File: src/sv/assert_macros.svh
// Assertion macros used by the top-level RTL file of the SD SPI command engine.
`ifndef ASSERT_MACROS_SVH
`define ASSERT_MACROS_SVH
`ifndef SYNTHESIS
// Same-cycle implication, disabled during reset.
`define SDC_ASSERT_IMPL(lbl, clk, rst, a, c) \
  lbl: assert property (@(posedge clk) disable iff (rst) (a) |-> (c)) \
    else $error("assertion failed");
// Next-cycle implication, disabled during reset.
`define SDC_ASSERT_NEXT(lbl, clk, rst, a, c) \
  lbl: assert property (@(posedge clk) disable iff (rst) (a) |=> (c)) \
    else $error("assertion failed");
`else
`define SDC_ASSERT_IMPL(lbl, clk, rst, a, c)
`define SDC_ASSERT_NEXT(lbl, clk, rst, a, c)
`endif
`endif

File: src/sv/sdc_pkg.sv
// Types, constants and frame helpers of the SD SPI command engine.
`timescale 1ns / 1ps
package sdc_pkg;

  // Request op codes
  typedef enum logic {
    OP_START = 1'b0,
    OP_RX    = 1'b1
  } op_t;

  // Configuration register indexes
  typedef enum logic {
    REG_RESP_POLLS = 1'b0,
    REG_BUSY_POLLS = 1'b1
  } cfg_reg_t;

  // Command sequencing phases
  typedef enum logic [3:0] {
    PH_IDLE      = 4'd0,
    PH_APP_READY = 4'd1,
    PH_APP_FRAME = 4'd2,
    PH_APP_POLL  = 4'd3,
    PH_DESEL     = 4'd4,
    PH_READY     = 4'd5,
    PH_FRAME     = 4'd6,
    PH_STUFF     = 4'd7,
    PH_POLL      = 4'd8,
    PH_BUSY      = 4'd9,
    PH_R2        = 4'd10
  } phase_t;

  localparam int CmdW   = 6;
  localparam int ArgW   = 32;
  localparam int RespW  = 16;
  localparam int RPollW = 5;
  localparam int BPollW = 17;
  localparam int CfgW   = 17;

  localparam logic [CmdW-1:0] CMD_GO_IDLE = 6'd0;
  localparam logic [CmdW-1:0] CMD_IF_COND = 6'd8;
  localparam logic [CmdW-1:0] CMD_STOP    = 6'd12;
  localparam logic [CmdW-1:0] CMD_STATUS  = 6'd13;
  localparam logic [CmdW-1:0] CMD_ERASE   = 6'd38;
  localparam logic [CmdW-1:0] CMD_APP     = 6'd55;

  localparam logic [7:0] FRAME_START = 8'h40;
  localparam logic [7:0] CRC_CMD0    = 8'h95;
  localparam logic [7:0] CRC_CMD8    = 8'h87;
  localparam logic [7:0] CRC_DUMMY   = 8'hAA | 8'h01;
  localparam logic [7:0] CRC_APP     = 8'h55 | 8'h01;
  localparam logic [7:0] IDLE_BYTE   = 8'hFF;
  localparam logic [7:0] BUSY_BYTE   = 8'h00;
  localparam logic [7:0] R1_OK_MAX   = 8'h01;
  localparam logic [2:0] FRAME_LEN   = 3'd6;

  localparam logic [RPollW-1:0] RPOLL_MIN   = 5'd1;
  localparam logic [RPollW-1:0] RPOLL_MAX   = 5'd16;
  localparam logic [RPollW-1:0] RPOLL_RESET = 5'd9;
  localparam logic [BPollW-1:0] BPOLL_MIN   = 17'd1;
  localparam logic [BPollW-1:0] BPOLL_MAX   = 17'd65536;
  localparam logic [BPollW-1:0] BPOLL_RESET = 17'd65536;

  // One request item
  typedef struct packed {
    op_t             op;
    logic [CmdW-1:0] command_index;
    logic            app_command;
    logic [ArgW-1:0] argument;
    logic [7:0]      rx_byte;
  } item_t;

  // One result item
  typedef struct packed {
    logic             tx_valid;
    logic [7:0]       tx_byte;
    logic             chip_select_low;
    logic             done_res;
    logic [RespW-1:0] response;
  } result_t;

  // Sequencer state
  typedef struct packed {
    phase_t            phase;
    logic              sel;
    logic [2:0]        fcnt;
    logic [BPollW-1:0] pcnt;
    logic [CmdW-1:0]   cmd;
    logic              app;
    logic [ArgW-1:0]   arg;
    logic [RespW-1:0]  resp;
  } state_t;

  // Byte k of the main command frame
  function automatic logic [7:0] frame_byte(input logic [2:0] k,
                                            input logic [CmdW-1:0] cmd,
                                            input logic app,
                                            input logic [ArgW-1:0] arg);
    logic [7:0] b;
    case (k)
      3'd0: b = FRAME_START | {2'b00, cmd};
      3'd1: b = arg[31:24];
      3'd2: b = arg[23:16];
      3'd3: b = arg[15:8];
      3'd4: b = arg[7:0];
      default: begin
        if (!app && cmd == CMD_GO_IDLE) b = CRC_CMD0;
        else if (!app && cmd == CMD_IF_COND) b = CRC_CMD8;
        else b = CRC_DUMMY;
      end
    endcase
    return b;
  endfunction

  // Byte k of the CMD55 prefix frame
  function automatic logic [7:0] app_frame_byte(input logic [2:0] k);
    logic [7:0] b;
    case (k)
      3'd0: b = FRAME_START | {2'b00, CMD_APP};
      3'd1, 3'd2, 3'd3, 3'd4: b = 8'h00;
      default: b = CRC_APP;
    endcase
    return b;
  endfunction

endpackage

File: src/sv/sdc_req_if.sv
// Request channel: command starts and received card bytes.
`timescale 1ns / 1ps
interface sdc_req_if;
  logic                       valid;
  logic                       ready;
  sdc_pkg::op_t               op;
  logic [sdc_pkg::CmdW-1:0]   command_index;
  logic                       app_command;
  logic [sdc_pkg::ArgW-1:0]   argument;
  logic [7:0]                 rx_byte;

  modport source (output valid, op, command_index, app_command, argument, rx_byte,
                  input ready);
  modport sink   (input valid, op, command_index, app_command, argument, rx_byte,
                  output ready);
endinterface

File: src/sv/sdc_rsp_if.sv
// Result channel: next SPI exchange or command completion.
`timescale 1ns / 1ps
interface sdc_rsp_if;
  logic                      valid;
  logic                      ready;
  logic                      tx_valid;
  logic [7:0]                tx_byte;
  logic                      chip_select_low;
  logic                      done_res;
  logic [sdc_pkg::RespW-1:0] response;

  modport source (output valid, tx_valid, tx_byte, chip_select_low, done_res, response,
                  input ready);
  modport sink   (input valid, tx_valid, tx_byte, chip_select_low, done_res, response,
                  output ready);
endinterface

File: src/sv/sdc_cfg_if.sv
// Configuration write channel.
`timescale 1ns / 1ps
interface sdc_cfg_if;
  logic                     valid;
  logic                     ready;
  sdc_pkg::cfg_reg_t        index;
  logic [sdc_pkg::CfgW-1:0] data;

  modport source (output valid, index, data, input ready);
  modport sink   (input valid, index, data, output ready);
endinterface

File: src/sv/sdc_step.sv
// Next-state and result logic for one request of the command sequencer.
`timescale 1ns / 1ps
module sdc_step (
  input  sdc_pkg::state_t                  st,
  input  sdc_pkg::item_t                   item,
  input  logic [sdc_pkg::RPollW-1:0]       rmax,
  input  logic [sdc_pkg::BPollW-1:0]       bmax,
  output sdc_pkg::state_t                  st_next,
  output sdc_pkg::result_t                 res
);

  always_comb begin
    sdc_pkg::state_t n;
    logic [2:0]      f;
    logic            tx_v;
    logic [7:0]      tx_b;
    logic            done;
    logic            go_main;
    logic            go_frame;
    logic            go_poll;
    logic            go_after;
    logic            go_fin;
    logic            poll_more;
    logic            busy_more;
    logic            busy_cmd;

    n         = st;
    tx_v      = 1'b0;
    tx_b      = sdc_pkg::IDLE_BYTE;
    done      = 1'b0;
    go_main   = 1'b0;
    go_frame  = 1'b0;
    go_poll   = 1'b0;
    go_after  = 1'b0;
    go_fin    = 1'b0;
    f         = st.fcnt + 3'd1;
    poll_more = item.rx_byte[7] && (st.pcnt < {12'd0, rmax});
    busy_more = (item.rx_byte == sdc_pkg::BUSY_BYTE) && (st.pcnt < bmax);
    busy_cmd  = !st.app && (st.cmd == sdc_pkg::CMD_STOP || st.cmd == sdc_pkg::CMD_ERASE);

    if (item.op == sdc_pkg::OP_START) begin
      // Latch a new command; aborts anything in flight
      n.cmd  = item.command_index;
      n.app  = item.app_command;
      n.arg  = item.argument;
      n.resp = '0;
      n.fcnt = '0;
      n.pcnt = '0;
      if (item.app_command) begin
        n.sel   = 1'b1;
        n.phase = sdc_pkg::PH_APP_READY;
        tx_v    = 1'b1;
      end else begin
        go_main = 1'b1;
      end
    end else begin
      unique case (st.phase)
        sdc_pkg::PH_APP_READY: begin
          tx_v = 1'b1;
          if (item.rx_byte == sdc_pkg::IDLE_BYTE) begin
            n.phase = sdc_pkg::PH_APP_FRAME;
            n.fcnt  = '0;
            tx_b    = sdc_pkg::app_frame_byte(3'd0);
          end
        end
        sdc_pkg::PH_APP_FRAME: begin
          n.fcnt = f;
          tx_v   = 1'b1;
          if (f < sdc_pkg::FRAME_LEN) begin
            tx_b = sdc_pkg::app_frame_byte(f);
          end else begin
            n.phase = sdc_pkg::PH_APP_POLL;
            n.pcnt  = 17'd1;
          end
        end
        sdc_pkg::PH_APP_POLL: begin
          if (poll_more) begin
            n.pcnt = st.pcnt + 17'd1;
            tx_v   = 1'b1;
          end else if (item.rx_byte > sdc_pkg::R1_OK_MAX) begin
            n.resp = {item.rx_byte, 8'h00};
            go_fin = 1'b1;
          end else begin
            go_main = 1'b1;
          end
        end
        sdc_pkg::PH_DESEL: begin
          n.sel   = 1'b1;
          n.phase = sdc_pkg::PH_READY;
          tx_v    = 1'b1;
        end
        sdc_pkg::PH_READY: begin
          if (item.rx_byte == sdc_pkg::IDLE_BYTE) go_frame = 1'b1;
          else tx_v = 1'b1;
        end
        sdc_pkg::PH_FRAME: begin
          n.fcnt = f;
          if (f < sdc_pkg::FRAME_LEN) begin
            tx_v = 1'b1;
            tx_b = sdc_pkg::frame_byte(f, st.cmd, st.app, st.arg);
          end else if (!st.app && st.cmd == sdc_pkg::CMD_STOP) begin
            n.phase = sdc_pkg::PH_STUFF;
            tx_v    = 1'b1;
          end else begin
            go_poll = 1'b1;
          end
        end
        sdc_pkg::PH_STUFF: go_poll = 1'b1;
        sdc_pkg::PH_POLL: begin
          if (poll_more) begin
            n.pcnt = st.pcnt + 17'd1;
            tx_v   = 1'b1;
          end else begin
            n.resp = {item.rx_byte, 8'h00};
            if (busy_cmd) begin
              n.phase = sdc_pkg::PH_BUSY;
              n.pcnt  = 17'd1;
              tx_v    = 1'b1;
            end else begin
              go_after = 1'b1;
            end
          end
        end
        sdc_pkg::PH_BUSY: begin
          if (busy_more) begin
            n.pcnt = st.pcnt + 17'd1;
            tx_v   = 1'b1;
          end else begin
            go_after = 1'b1;
          end
        end
        sdc_pkg::PH_R2: begin
          n.resp = {st.resp[15:8], st.resp[7:0] | item.rx_byte};
          go_fin = 1'b1;
        end
        default: n.phase = sdc_pkg::PH_IDLE;
      endcase
    end

    // Main command entry: plain CMD12 goes straight to its frame
    if (go_main) begin
      if (!n.app && n.cmd == sdc_pkg::CMD_STOP) begin
        go_frame = 1'b1;
      end else begin
        n.sel   = 1'b0;
        n.phase = sdc_pkg::PH_DESEL;
        tx_v    = 1'b1;
      end
    end

    if (go_frame) begin
      n.phase = sdc_pkg::PH_FRAME;
      n.fcnt  = '0;
      tx_v    = 1'b1;
      tx_b    = sdc_pkg::frame_byte(3'd0, n.cmd, n.app, n.arg);
    end

    if (go_poll) begin
      n.phase = sdc_pkg::PH_POLL;
      n.pcnt  = 17'd1;
      tx_v    = 1'b1;
    end

    // R2 byte for the status command, otherwise done
    if (go_after) begin
      if (n.cmd == sdc_pkg::CMD_STATUS) begin
        n.phase = sdc_pkg::PH_R2;
        tx_v    = 1'b1;
      end else begin
        go_fin = 1'b1;
      end
    end

    if (go_fin) begin
      n.phase = sdc_pkg::PH_IDLE;
      done    = 1'b1;
    end

    st_next             = n;
    res.tx_valid        = tx_v;
    res.tx_byte         = tx_b;
    res.chip_select_low = n.sel;
    res.done_res        = done;
    res.response        = done ? n.resp : '0;
  end

endmodule

File: src/sv/sd_spi_command_engine.sv
// Top level of the SD SPI-mode command engine.
//
//  port | role   | carries
//  -----+--------+-------------------------------------------------------
//  req  | sink   | op, command_index, app_command, argument, rx_byte
//  rsp  | source | tx_valid, tx_byte, chip_select_low, done_res, response
//  cfg  | sink   | index, data (poll limits), always ready
//
// Each request is handled combinationally: the sequencer logic runs from the
// state register and the request payload straight into the result register.
// One request per cycle is taken while the result register is empty or drained.
// Synchronous active-high reset returns the sequencer to idle, deselected,
// with response polls 9 and busy polls 65536. A stalled rsp holds req off.
`timescale 1ns / 1ps
`include "assert_macros.svh"
module sd_spi_command_engine (
  input  logic   clk,
  input  logic   rst,
  sdc_req_if.sink   req,
  sdc_rsp_if.source rsp,
  sdc_cfg_if.sink   cfg
);

  sdc_pkg::state_t               st;
  sdc_pkg::state_t               st_next;
  sdc_pkg::item_t                item;
  sdc_pkg::result_t              res_next;
  sdc_pkg::result_t              res;
  logic                          res_valid;
  logic [sdc_pkg::RPollW-1:0]    rmax;
  logic [sdc_pkg::BPollW-1:0]    bmax;
  logic                          req_acc;
  logic                          start_acc;
  logic                          idle_rx_acc;
  logic                          quiet_res;
  logic                          done_shown;
  logic                          idle_now;

  assign item.op            = req.op;
  assign item.command_index = req.command_index;
  assign item.app_command   = req.app_command;
  assign item.argument      = req.argument;
  assign item.rx_byte       = req.rx_byte;

  assign req.ready = !res_valid || rsp.ready;
  assign req_acc   = req.valid && req.ready;
  assign cfg.ready = 1'b1;

  sdc_step u_step (
    .st      (st),
    .item    (item),
    .rmax    (rmax),
    .bmax    (bmax),
    .st_next (st_next),
    .res     (res_next)
  );

  // Sequencer state
  always_ff @(posedge clk) begin
    if (rst) begin
      st <= '{phase: sdc_pkg::PH_IDLE, default: '0};
    end else if (req_acc) begin
      st <= st_next;
    end
  end

  // Result register
  always_ff @(posedge clk) begin
    if (rst) begin
      res_valid <= 1'b0;
    end else if (req_acc) begin
      res_valid <= 1'b1;
    end else if (rsp.ready) begin
      res_valid <= 1'b0;
    end
  end

  always_ff @(posedge clk) begin
    if (req_acc) res <= res_next;
  end

  assign rsp.valid           = res_valid;
  assign rsp.tx_valid        = res.tx_valid;
  assign rsp.tx_byte         = res.tx_byte;
  assign rsp.chip_select_low = res.chip_select_low;
  assign rsp.done_res        = res.done_res;
  assign rsp.response        = res.response;

  // Poll limits, clamped to their legal range on write
  always_ff @(posedge clk) begin
    if (rst) begin
      rmax <= sdc_pkg::RPOLL_RESET;
      bmax <= sdc_pkg::BPOLL_RESET;
    end else if (cfg.valid && cfg.ready) begin
      unique case (cfg.index)
        sdc_pkg::REG_RESP_POLLS: begin
          if (cfg.data[4:0] == '0) rmax <= sdc_pkg::RPOLL_MIN;
          else if (cfg.data[4:0] > sdc_pkg::RPOLL_MAX) rmax <= sdc_pkg::RPOLL_MAX;
          else rmax <= cfg.data[4:0];
        end
        sdc_pkg::REG_BUSY_POLLS: begin
          if (cfg.data == '0) bmax <= sdc_pkg::BPOLL_MIN;
          else if (cfg.data > sdc_pkg::BPOLL_MAX) bmax <= sdc_pkg::BPOLL_MAX;
          else bmax <= cfg.data;
        end
        default: ;
      endcase
    end
  end

  // Terms used by the checks below
  assign start_acc   = req_acc && req.op == sdc_pkg::OP_START;
  assign idle_rx_acc = req_acc && req.op == sdc_pkg::OP_RX && st.phase == sdc_pkg::PH_IDLE;
  assign quiet_res   = !res.tx_valid && !res.done_res;
  assign done_shown  = res_valid && res.done_res;
  assign idle_now    = st.phase == sdc_pkg::PH_IDLE;

  // A start never leaves the sequencer idle
  `SDC_ASSERT_NEXT(a_start_busy, clk, rst, start_acc, !idle_now)
  // A card byte while idle yields an empty result
  `SDC_ASSERT_NEXT(a_idle_byte, clk, rst, idle_rx_acc, res_valid && quiet_res)
  // A completion result is only shown with the sequencer idle
  `SDC_ASSERT_IMPL(a_done_idle, clk, rst, done_shown, idle_now && !res.tx_valid)

endmodule
File: src/flat_wrapper.sv
// flat-port wrapper written by rule: the top's interface ports become plain ports
module sd_spi_command_engine_flat 
  (clk, rst, req_valid, req_op, req_command_index, req_app_command, req_argument, req_rx_byte, req_ready, rsp_valid, rsp_tx_valid, rsp_tx_byte, rsp_chip_select_low, rsp_done_res, rsp_response, rsp_ready, cfg_valid, cfg_index, cfg_data, cfg_ready);
  sdc_req_if req_i ();
  sdc_rsp_if rsp_i ();
  sdc_cfg_if cfg_i ();
  input  logic clk;
  input  logic rst;
  input wire logic [$bits(req_i.valid)-1:0] req_valid;
  input wire logic [$bits(req_i.op)-1:0] req_op;
  input wire logic [$bits(req_i.command_index)-1:0] req_command_index;
  input wire logic [$bits(req_i.app_command)-1:0] req_app_command;
  input wire logic [$bits(req_i.argument)-1:0] req_argument;
  input wire logic [$bits(req_i.rx_byte)-1:0] req_rx_byte;
  output wire logic [$bits(req_i.ready)-1:0] req_ready;
  output wire logic [$bits(rsp_i.valid)-1:0] rsp_valid;
  output wire logic [$bits(rsp_i.tx_valid)-1:0] rsp_tx_valid;
  output wire logic [$bits(rsp_i.tx_byte)-1:0] rsp_tx_byte;
  output wire logic [$bits(rsp_i.chip_select_low)-1:0] rsp_chip_select_low;
  output wire logic [$bits(rsp_i.done_res)-1:0] rsp_done_res;
  output wire logic [$bits(rsp_i.response)-1:0] rsp_response;
  input wire logic [$bits(rsp_i.ready)-1:0] rsp_ready;
  input wire logic [$bits(cfg_i.valid)-1:0] cfg_valid;
  input wire logic [$bits(cfg_i.index)-1:0] cfg_index;
  input wire logic [$bits(cfg_i.data)-1:0] cfg_data;
  output wire logic [$bits(cfg_i.ready)-1:0] cfg_ready;
  assign req_i.valid = req_valid;
  assign req_i.op = req_op;
  assign req_i.command_index = req_command_index;
  assign req_i.app_command = req_app_command;
  assign req_i.argument = req_argument;
  assign req_i.rx_byte = req_rx_byte;
  assign req_ready = req_i.ready;
  assign rsp_valid = rsp_i.valid;
  assign rsp_tx_valid = rsp_i.tx_valid;
  assign rsp_tx_byte = rsp_i.tx_byte;
  assign rsp_chip_select_low = rsp_i.chip_select_low;
  assign rsp_done_res = rsp_i.done_res;
  assign rsp_response = rsp_i.response;
  assign rsp_i.ready = rsp_ready;
  assign cfg_i.valid = cfg_valid;
  assign cfg_i.index = cfg_index;
  assign cfg_i.data = cfg_data;
  assign cfg_ready = cfg_i.ready;
  sd_spi_command_engine u_core (.clk(clk), .rst(rst), .req(req_i), .rsp(rsp_i), .cfg(cfg_i));
endmodule
File: config.mk
export PLATFORM = sky130hd
export DESIGN_NAME = sd_spi_command_engine_flat
export DESIGN_NICKNAME = d
export VERILOG_FILES = /design/src/sv/sdc_pkg.sv /design/src/sv/sdc_req_if.sv /design/src/sv/sdc_rsp_if.sv /design/src/sv/sdc_cfg_if.sv /design/src/sv/sdc_step.sv /design/src/sv/sd_spi_command_engine.sv /design/src/flat_wrapper.sv
export VERILOG_INCLUDE_DIRS = /design/src /design/src/sv
export SDC_FILE = /design/constraint.sdc
export NUM_CORES = 1
export LEC_CHECK = 0
export BUFFER_PORTS_ARGS = -buffer_cell sky130_fd_sc_hd__buf_2
export CORE_MARGIN = 1.5
export CORE_UTILIZATION = 49
export DETAILED_ROUTE_END_ITERATION = 6
export GPL_ROUTABILITY_DRIVEN = 0
export PLACE_DENSITY = 0.66
export SLEW_MARGIN = 20
export SYNTH_ARGS = -nofsm -noshare
export SYNTH_HDL_FRONTEND = slang
export SYNTH_SLANG_ARGS = --single-unit
export TNS_END_PERCENT = 20
File: constraint.sdc
create_clock -name clk -period 3.68 [get_ports clk]
set_clock_uncertainty 0.2 [all_clocks]
set_input_delay 0.184 -clock clk [delete_from_list [all_inputs] [get_ports clk]]
set_output_delay 0.184 -clock clk [all_outputs]
set_load 0.005 [all_outputs]
======== Word level (Yosys, flattened, before mapping) ========
Cells that the tools add are included.
W data, S select, Z words.
storage, ports and cells
  bits in registers ....................... 130
  input port bits ......................... 71
  output and inout port bits .............. 30
  logic and storage cells ................. 176
operators by class
  add/subtract/negate cells ............... 2
  magnitude comparators ................... 6
  equality and inequality tests ........... 27
  mux-type cells .......................... 91
  bitwise gates (word level) .............. 3
  reductions and logical operators ........ 29
operator list
  operator                 count
  $mux W17                 8
  $pmux W17 S4             1
  $mux W16                 4
  $pmux W16 S3             1
  $mux W4                  11
  $mux W1                  41
  $pmux W8 S5              1
  $mux W39                 1
  $mux W8                  4
  $mux W25                 1
  $mux W5                  5
  $eq A6 B4 Y1 const B     4
  $pmux W4 S6              1
  $pmux W8 S3              1
  $mux W6                  3
  $add A17 B1 Y17 const B  1
  $gt A17 B17 Y1 const B   1
  $logic_not A17 Y1        1
  $lt A17 B17 Y1           1
  $lt A17 B5 Y1            1
  $eq A4 B3 Y1 const B     4
  $ne A4 B4 Y1 const B     4
  $pmux W7 S2              1
  $eq A4 B4 Y1 const B     3
  35 further kinds         54

======== Depth between registers and ports, before layout ========
Gate-level depths: netlist of run 1.
  depth after elaboration ................. 14
  mapped depth ............................ 12
  depth with buffers taken out ............ 11

======== Hierarchy ========
A second synthesis of run 1 with hierarchy kept.
unflattened totals
  cells, all modules ...................... 983
  area, all modules ....................... 7927.6 µm²
modules (own cells, without submodules)
  module                 instances  cells each  area an instance (µm²)  seq. area each (µm²)
  sd_spi_command_engine  1          451         4374.2                  2872.8
  sdc_step               1          532         3553.4                  0.0

======== Worst setup path after synthesis of run 1 ========
OpenSTA, ideal clock, no wires.
  path type ............................... flip-flop to flip-flop
  from .................................... register, netlist name u_core.st[72]
  to ...................................... register u_core.res, in the netlist u_core.rsp.tx_byte[1], data pin
  setup time .............................. 0.273 ns
  data arrival time ....................... 2.669 ns
  required time ........................... 3.207 ns
  slack ................................... 0.538 ns
  cell stages (with the launch flop) ...... 13
  buffers on the path ..................... 2
  period minus slack after synthesis ...... 3.142 ns
  cells stage by stage .................... dfxtp_1 ha_1 ha_1 and2_1 clkbuf_1 or4_1 or2_0 clkbuf_1 nor4_1 a31oi_1 o21ai_0 o21ai_0 a2bb2oi_1
RTL lines
  element               line                         RTL
  to (signal assigned)  sd_spi_command_engine.sv:79  if (req_acc) res <= res_next;
  to (decl)             sd_spi_command_engine.sv:28  sdc_pkg::result_t res;

======== Worst setup path after layout of run 1 ========
  from .................................... register, netlist name u_core.st[63]
  to ...................................... register, netlist name u_core.st[63]
between the ends
  cells in the longest elaborated chain, start to end .. 6
  elaborated cells between the ends (all ways) .. 15
  classes of those cells .................. add/sub (1); order compare (2); eq/ne (3); mux (6); reduce/logical (3)
RTL lines
  element              line             RTL
  $lt A17 B5 Y1        sdc_step.sv:37   poll_more = item.rx_byte[7] && (st.pcnt < {12'd0, rmax});
  $logic_and A1 B1 Y1  sdc_step.sv:37
  $mux W17             sdc_step.sv:110  if (poll_more) begin
  $pmux W17 S4         sdc_step.sv:57   unique case (st.phase)
  $mux W25             sdc_step.sv:41   if (item.op == sdc_pkg::OP_START) begin
  $mux W17             sdc_step.sv:158  if (go_poll) begin
Parallel ways exist; a longest one is shown, timed or not. The select of a mux whose other input is x is not followed.
A chain may end at the register's enable or synchronous reset.

==> results of run 1 <==
worst max-delay path, cell delays in order, from the launching register on:
cell      delay (ps)
dfxtp_1          440
ha_1             310
and4_1           210
a221o_1          300
a211oi_1         270
o21bai_1         150
a21o_1           240
a21o_1           250
or3_1            620
o41ai_1          400
timing repair:
| action | in CTS | in global routing |
|---|---|---|
| setup buffers | 0 | 0 |
| hold buffers | 70 | 0 |
| hold endpoints to repair | 81 | 0 |
cell usage in the layout, fill, tap and decap left out, types with 29 or more instances in the layout:
cell           instances
a22oi_1               29
buf_2                 99
a21oi_1               90
nor2_1                77
dfxtp_1              103
dlygate4sd3_1         70
nand2_1              125
inv_1                 40
o21ai_0               29
power breakdown:
part | internal, mW | switching, mW | leakage, nW | total (mW)
Sequential | 1.50 | 0.0341 | 1.09 | 1.54
Clock | 1.07 | 0.600 | 0.280 | 1.67
Combinational | 0.154 | 0.194 | 1.94 | 0.348
per-stage QoR:
stage	util (%)	area, sq um	power [mW]	cells	hold slack [ps]
2_1_floorplan	-	6770	1.72	821	93.7
3_3_place_gp	55.4	7390	1.84	1059	227
3_5_place_dp	55.4	7390	1.85	1059	230
4_1_cts	64.9	8670	3.55	1160	73.8
5_1_grt	64.9	8670	3.67	1160	115
6_report	64.9	8670	3.55	1160	103
cell families after synthesis:
group | synth area share (%)
AO/OA/AOI/OAI | 22.0
adder cells (fa/ha/maj) | 5.14
buffers and inverters | 5.40
flip-flops | 42.4
multiplexers | 2.09
other | 0.0554
AND/OR/NAND/NOR | 22.9
path summary, 6_finish.rpt:
check / slack, ps / start / cells past startpoint / to
worst max register to register: 200 / u_core.st[63] / 9 / u_core.st[63]
worst min-delay path: 100 / req_op / 2 / u_core.rsp.tx_byte[3]
worst min register to register: 250 / u_core.st[23] / 2 / u_core.st[23]
worst max-delay path: 200 / u_core.st[63] / 9 / u_core.st[63]
area by class of cell:
class	instances	area share, %
multi-input cells	598	40.8
flip-flops and latches	130	33.1
repair buffers	184	15.1
clock buffers	26	5.77
well taps	176	2.54
inverters	41	1.78
clock inverters	5	0.895
layer usage:
metal	routed length, um	vias up	GRT usage (%)	share of wire [%]
met5	0	-	0	0
met4	490	0	11.3	2.5
met3	1160	41	5.05	6.0
met2	9090	295	42.9	47
met1	8540	3168	35.6	44
li1	-	3289	-	-
registers in the layout, indices dropped and copies added (netlist names):
signal,cells
u_core.bmax,17
u_core.st,80
u_core.rmax,5
u_core.rsp.chip_select_low,1
u_core.rsp.response,16
u_core.rsp.tx_valid,1
u_core.rsp.valid,1
u_core.rsp.tx_byte,8
u_core.rsp.done_res,1
==> flow_metrics.tcl, run 1 <==
set metrics [dict create \
    status "completed" \
    nets 1070 \
    drc_errors 0 \
    drv_slew 0 \
    area_growth_pct 28.0 \
    core_sq_um 13300 \
    setup_viol 0 \
    drv_cap 0 \
    drt-wirelength-per-cell_um 16.6 \
    cts_sinks 130 \
    cts_tree "yes" \
    syn_inst 821 \
    leakagePower_nw 3.31 \
    viasPerCell 5.86 \
    fillers 1121 \
    end_kind "register" \
    die_area_sq_um 14500 \
    multi_input_area_sq_um 3530 \
    async_reset_ff_share_pct 0 \
    min_path_type "in2reg" \
    clkLatencyLatePin_ps 420 \
    start_util_pct 50.7 \
    synth_seq_cells 130 \
    p_per_area_nw_per_um2 410 \
    io_pins 101 \
    ant_nets 0 \
    root_buffer "clkbuf_16" \
    critPathLaunchType "register" \
    tightestPinTransition_ps 956 \
    dp_slack_ps 275 \
    dr.pass1.iters 5 \
    dr.first_iter.drc_count 593 \
    yosys.area.top_type "dfxtp_1" \
    cp.required_ps 3790 \
    cts_buffer_depth 2 \
    maxSlewHeadroom_pct 36.3 \
    seq_area_frac_synth_pct 42.4 \
    clk_pin_slew_ps 60 \
    synth_top_area_share_pct 30.5 \
    tns_ps 0 \
    cts_made_buffers 17 \
    min_period_ps 3480 \
    grt_setup_unrepaired "false" \
    track_usage_pct 26.8 \
    worst_slack_ps 202 \
    antenna_found_initial 0 \
    fmax_mhz 287 \
    syn_nets 919 \
    post_synth_main_area_contributors "dfxtp_1 (30%), edfxtp_1 (12%), nand2_1 (6.9%), a21oi_1 (6.7%), ha_1 (5.0%)" \
    drive_gt1_share_pct 15.3 \
    critical_path_class "reg2reg" \
    grt_pass1_wl_um 31100 \
    netlist_area_sq_um 6770 \
    post_synth.cell_area_avg_sq_um 8.24 \
    synth_edf_count 27 \
    antenna_cells 0 \
    grt_overflow_total 0 \
    drt-total-wl_um 19300 \
    crit_fanout 14 \
    die_w_um 121 \
    fp-row-count 42 \
    port_buffers 99 \
    ys_types 68 \
    synthTopCellsByCount "nand2_1 (125), dfxtp_1 (103), a21oi_1 (90)" \
    ctsResizeCount 0 \
    timing.final.crit_share_pct 94.5 \
    yosysWarningCount 0 \
    arrival_ps 3590 \
    grt_pass1_vias 6309 \
    die_h_um 121 \
    max-vdd-ir-drop_uv 336 \
    grt_max_degree 48 \
    hold_viol_final 0 \
    vias 6793 \
    synth_most_common_cell "nand2_1" \
    h-tree-depth 4 \
    hpwlAfterDp_um 12700 \
    seqCellArea_sq_um 2870 \
    ys.flop_type "dfxtp_1" \
]
(Power assumes the default switching activity.)
==> inputs of run 2 (changes only) <==
==> constraint.sdc (replaced) <==
create_clock -name clk -period 4 [get_ports clk]
set_clock_uncertainty 0.2 [all_clocks]
set_input_delay 0.2 -clock clk [delete_from_list [all_inputs] [get_ports clk]]
set_output_delay 0.2 -clock clk [all_outputs]
set_load 0.005 [all_outputs]
==> run 2 against run 1 <==
Net effect: routed wire length is 0.54% higher; flip-flop and latch count stayed put; register-to-register slack better by 420 ps; global-route usage is 0.82 points higher; die area stayed put; core utilization is 0.71 points lower; final area is 1.1% lower; total power is 12% lower; critical path depth is 1 higher; final cell count is 0.43% lower; largest cell class unchanged; highest routed layer unchanged.
==> flow_metrics.tcl, run 2 (synthesis results as in run 1) <==
set metrics [dict create \
    critPathTopFamily "simple AND/OR/NAND/NOR gates" \
    final_cell_mix "nand2_1 (125), dfxtp_1 (103), buf_2 (99)" \
    drv_cap 0 \
    crit_path_start "u_core.st[73]" \
    h-tree-depth 4 \
    reg2reg_from "u_core.st[73]" \
    antenna_found_initial 0 \
    r2r_slack_ps 630 \
    critical_path_class "reg2reg" \
    regMostFlops "u_core.st" \
    fillers 1160 \
    seqCellArea_sq_um 2870 \
    drt-wirelength-per-cell_um 16.8 \
    status "completed" \
    crit_path_end "u_core.rsp.tx_byte[1]" \
    nets 1064 \
    maxSlewHeadroom_pct 37.5 \
    timing.final.crit_share_pct 84.3 \
    clkLatencyLatePin_ps 420 \
    grt_max_degree 50 \
    multi_input_area_sq_um 3530 \
    track_usage_pct 27.6 \
    io_pins 101 \
    drt-total-wl_um 19400 \
    cp_slowest_cell "or4_1" \
    crit_fanout 8 \
    cts_tree "yes" \
    fp-row-count 42 \
    p_per_area_nw_per_um2 365 \
    cp.required_ps 3950 \
    dp.cells 1054 \
    critical-path-max-stage-delay_ps 550 \
    dr.pass1.iters 6 \
    crit_path_cell_trace "ha_1 > ha_1 > and2_1 > or4_1 > or2_0 > nor4_1 > a31oi_1 > o21ai_0 > o21ai_0 > a2bb2oi_1" \
    grt_pass1_wl_um 32200 \
    die_h_um 121 \
    drv_slew 0 \
    grt_pass1_vias 6551 \
    fmax_mhz 296 \
    die_area_sq_um 14500 \
    rr_endpoint "u_core.rsp.tx_byte[1]" \
    grt_setup_unrepaired "false" \
    layout_commonest_cell "nand2_1" \
    critPathLaunchType "register" \
    leakagePower_nw 3.26 \
    final_cells 1155 \
    end_kind "register" \
    die_w_um 121 \
    min_path_type "in2reg" \
    max-vdd-ir-drop_uv 225 \
    tightestPinTransition_ps 938 \
    drive_gt1_share_pct 14.9 \
    cts_buffer_depth 2 \
    cp.depth 10 \
    cts_sinks 130 \
    vias 6829 \
    min_period_ps 3370 \
    ant_nets 0 \
    tns_ps 0 \
    crit_buf_inv 0 \
    dr.first_iter.drc_count 575 \
    port_buffers 99 \
    start_util_pct 50.7 \
    core_sq_um 13300 \
    cts_made_buffers 17 \
    viasPerCell 5.91 \
    setup_viol 0 \
    arrival_ps 3320 \
    area_growth_pct 26.6 \
    largest_reg_flops 80 \
    hold_viol_final 0 \
    grt_overflow_total 0 \
    drc_errors 0 \
    clk_pin_slew_ps 60 \
    hpwlAfterDp_um 12900 \
    root_buffer "clkbuf_16" \
    r2r_cells 10 \
]
run 2: timing repair:
action                                 in CTS  in global routing
endpoints found under the hold margin      77                  0
setup buffers                               0                  0
hold buffers                               69                  0
resized for setup                           0                  0
run 2: per-layer routing:
metal	GRT usage (%)	part of all wire, %	up-vias
li1	-	-	3289
met1	36.0	43	3221
met2	46.0	48	296
met3	5.28	6.7	23
met4	9.49	1.6	0
met5	0	0	-
run 2: tightest hold or removal path, stage by stage:
cell	delay [ps]
buf_2	110
nor3b_1	130
a21oi_1	110
nor2_1	40
run 2: power breakdown:
group | internal (mW) | switching, mW | total (mW)
Sequential | 1.38 | 0.0321 | 1.42
Combinational | 0.140 | 0.178 | 0.317
Clock | 0.853 | 0.541 | 1.39
run 2: how the worst min path moves through the flow:
stage / end / slack (ps) / cells past startpoint / startpoint
2_1_floorplan: u_core.bmax[0] / 110 / 1 / cfg_valid
3_3_place_gp: u_core.st[27] / 240 / 3 / req_argument[11]
3_5_place_dp: u_core.st[40] / 250 / 3 / req_argument[24]
4_1_cts: u_core.bmax[2] / 10 / 4 / cfg_data[2]
5_1_grt: u_core.rmax[2] / 50 / 4 / cfg_data[2]
6_report: u_core.bmax[2] / 20 / 4 / cfg_data[2]
run 2: area by class of cell:
| type | count | share of cell area [%] |
|---|---|---|
| Tap cell | 176 | 2.57 |
| Clock buffer | 26 | 5.84 |
| Antenna cell | 1 | 0.0292 |
| Timing Repair Buffer | 178 | 14.7 |
| Clock inverter | 5 | 0.321 |
| Inverter | 41 | 1.80 |
| Multi-Input combinational cell | 598 | 41.2 |
| Sequential cell | 130 | 33.5 |
run 2: stage by stage:
step	hold WS (ps)	util (%)	setup WS, ps	instance area [sq um]	total power, mW
2_1_floorplan	110	-	858	6770	1.59
3_3_place_gp	241	55.1	780	7350	1.70
3_5_place_dp	247	55.1	681	7350	1.70
4_1_cts	12.4	64.2	662	8570	3.14
5_1_grt	52.0	64.2	386	8570	3.25
6_report	23.3	64.2	626	8570	3.13
==> inputs of run 3 (changes only) <==
--- a/config.mk
+++ b/config.mk
@@ -11,7 +11,7 @@
 export CORE_UTILIZATION = 49
 export DETAILED_ROUTE_END_ITERATION = 6
 export GPL_ROUTABILITY_DRIVEN = 0
-export PLACE_DENSITY = 0.66
+export PLACE_DENSITY = 0.69
 export SLEW_MARGIN = 20
 export SYNTH_ARGS = -nofsm -noshare
 export SYNTH_HDL_FRONTEND = slang
==> constraint.sdc (replaced) <==
create_clock -name clk -period 2.8 [get_ports clk]
set_clock_uncertainty 0.2 [all_clocks]
set_input_delay 0.14 -clock clk [delete_from_list [all_inputs] [get_ports clk]]
set_output_delay 0.14 -clock clk [all_outputs]
set_load 0.005 [all_outputs]
==> run 3 against run 2 <==
Net effect: via count grew 8.2%; register-to-register slack lost 700 ps; total power grew 52%; non-clock buffer count grew 91; sequential power grew 42%; sequential share of layout area shrank 3.7 points; highest routed layer unchanged; critical path depth is the same; the run now ends with DRC, setup timing left; final area grew 13%; setup slack lost 700 ps; routed wire length grew 10%; largest power group is now the clock network; die area is the same.
==> flow_metrics.tcl, run 3 (synthesis results as in run 1) <==
set metrics [dict create \
    end_kind "register" \
    nets 1155 \
    leakagePower_nw 3.80 \
    area_growth_pct 43.1 \
    grt_pass1_wl_um 34100 \
    drt-wirelength-per-cell_um 17.2 \
    max-vdd-ir-drop_uv 424 \
    critPathLaunchType "register" \
    crit_path_start "u_core.st[59]" \
    die_area_sq_um 14500 \
    setup_viol 15 \
    fmax_mhz 348 \
    drive_gt1_share_pct 27.3 \
    critPathMostFrequentCell "a21o_1" \
    dp_slack_ps -280 \
    port_buffers 99 \
    cts_sinks 130 \
    status "complete, but fails checks" \
    largest_reg_flops 80 \
    dr.pass1.iters 7 \
    grt_pass1_vias 7049 \
    crit_fanout 7 \
    drv_slew 0 \
    grt_setup_unrepaired "true" \
    start_util_pct 50.7 \
    drc_errors 1 \
    h-tree-depth 4 \
    cp.required_ps 2920 \
    multi_input_area_sq_um 3850 \
    cp_slowest_cell "dfxtp_4" \
    regMostFlops "u_core.st" \
    drt-total-wl_um 21400 \
    io_pins 101 \
    drv_cap 0 \
    tightestPinTransition_ps 751 \
    cts_tree "yes" \
    critical_path_class "reg2reg" \
    reg2reg_from "u_core.st[59]" \
    fp-row-count 42 \
    hpwlAfterDp_um 13600 \
    p_total_mw 4.74 \
    hold_ws_ps 40.2 \
    worst_slack_ps -71.1 \
    clk_pin_slew_ps 60 \
    min_period_ps 2870 \
    core_sq_um 13300 \
    layout_commonest_cell "nand2_1" \
    die_h_um 121 \
    vias 7387 \
    viasPerCell 5.93 \
    grt_overflow_total 0 \
    final_cell_mix "nand2_1 (125), buf_2 (100), buf_4 (91)" \
    grt_max_degree 56 \
    cts_made_buffers 17 \
    dr.first_iter.drc_count 793 \
    min_path_type "in2reg" \
    arrival_ps 2990 \
    clkLatencyLatePin_ps 430 \
    violations "DRC, setup timing" \
    crit_path_cell_trace "ha_4 > a21o_1 > a221o_1 > a211oi_2 > o21bai_1 > a21o_1 > a21o_1 > or3_4 > buf_6 > o41ai_2" \
    maxSlewHeadroom_pct 49.9 \
    timing.final.crit_share_pct 103 \
    die_w_um 121 \
    hold_viol_final 0 \
    track_usage_pct 29.5 \
    fillers 995 \
    cts_buffer_depth 2 \
    p_per_area_nw_per_um2 490 \
    ant_nets 0 \
    seqCellArea_sq_um 2890 \
    root_buffer "clkbuf_16" \
    antenna_cells 0 \
    timing.hold.worst.start "cfg_data[3]" \
    antenna_found_initial 0 \
    critical-path-max-stage-delay_ps 370 \
]
-- run 3: cell count changes in the layout (fill, tap and decap cells not counted), moves of 8 or more --
cell	change
dfxtp_1	-13
ha_4	+8
dfxtp_2	+12
nor2_1	-8
ha_1	-9
buf_4	+81
-- run 3: area by class of cell --
cell class	count	share of cell area, %
Inverter	41	1.61
Multi-Input combinational cell	598	39.7
Tap cell	176	2.27
Timing Repair Buffer	269	20.5
Clock inverter	7	0.724
Clock buffer	25	5.34
Sequential cell	130	29.9
-- run 3: path summary, 6_finish.rpt --
kind,endpoint,slack [ps],depth (start not counted)
setup / recovery,u_core.st[63],-70,10
hold / removal,u_core.rmax[0],40,5
setup reg to reg,u_core.st[63],-70,10
hold reg to reg,u_core.st[23],250,2
-- run 3: worst max-delay path: cells and delay by family (launching register included) --
kind,cells,cell delay (ps)
AOI/OAI and AO/OA,7,1470
DFF,1,370
and+or+nand+nor,1,340
adders and majority gates,1,240
buffers and inverters,1,150
-- run 3: report_power, final --
group	leakage, nW	internal [mW]	total [mW]	switching, mW
registers	1.10	1.98	2.01	0.0354
logic	2.41	0.251	0.548	0.297
clock network	0.285	1.37	2.18	0.816
-- run 3: per-layer routing --
layer | global-route usage, % | vias up | share of wire (%)
li1 | - | 3474 | -
met1 | 35.8 | 3510 | 41
met2 | 50.8 | 356 | 50
met4 | 12.4 | 0 | 2.1
met3 | 5.94 | 47 | 7.2
met5 | 0 | - | 0
-- run 3: through the flow --
step	instances	area, sq um	setup TNS (ps)	utilization, %
3_5_place_dp	1136	8020	-4140	60.1
2_1_floorplan	821	6820	-484	-
5_1_grt	1246	9680	-1850	72.6
6_report	1246	9680	-401	72.6
4_1_cts	1246	9550	-1390	71.5
3_3_place_gp	1136	8020	-3770	60.1
-- run 3: repair_timing --
action / in CTS / in global routing
setup endpoints to repair: 48 / 57
hold buffers: 72 / 0
setup buffers: 5 / 2
resized for setup: 36 / 40
hold endpoints to repair: 87 / 0
pin swaps: 18 / 16
gates cloned: 2 / 0
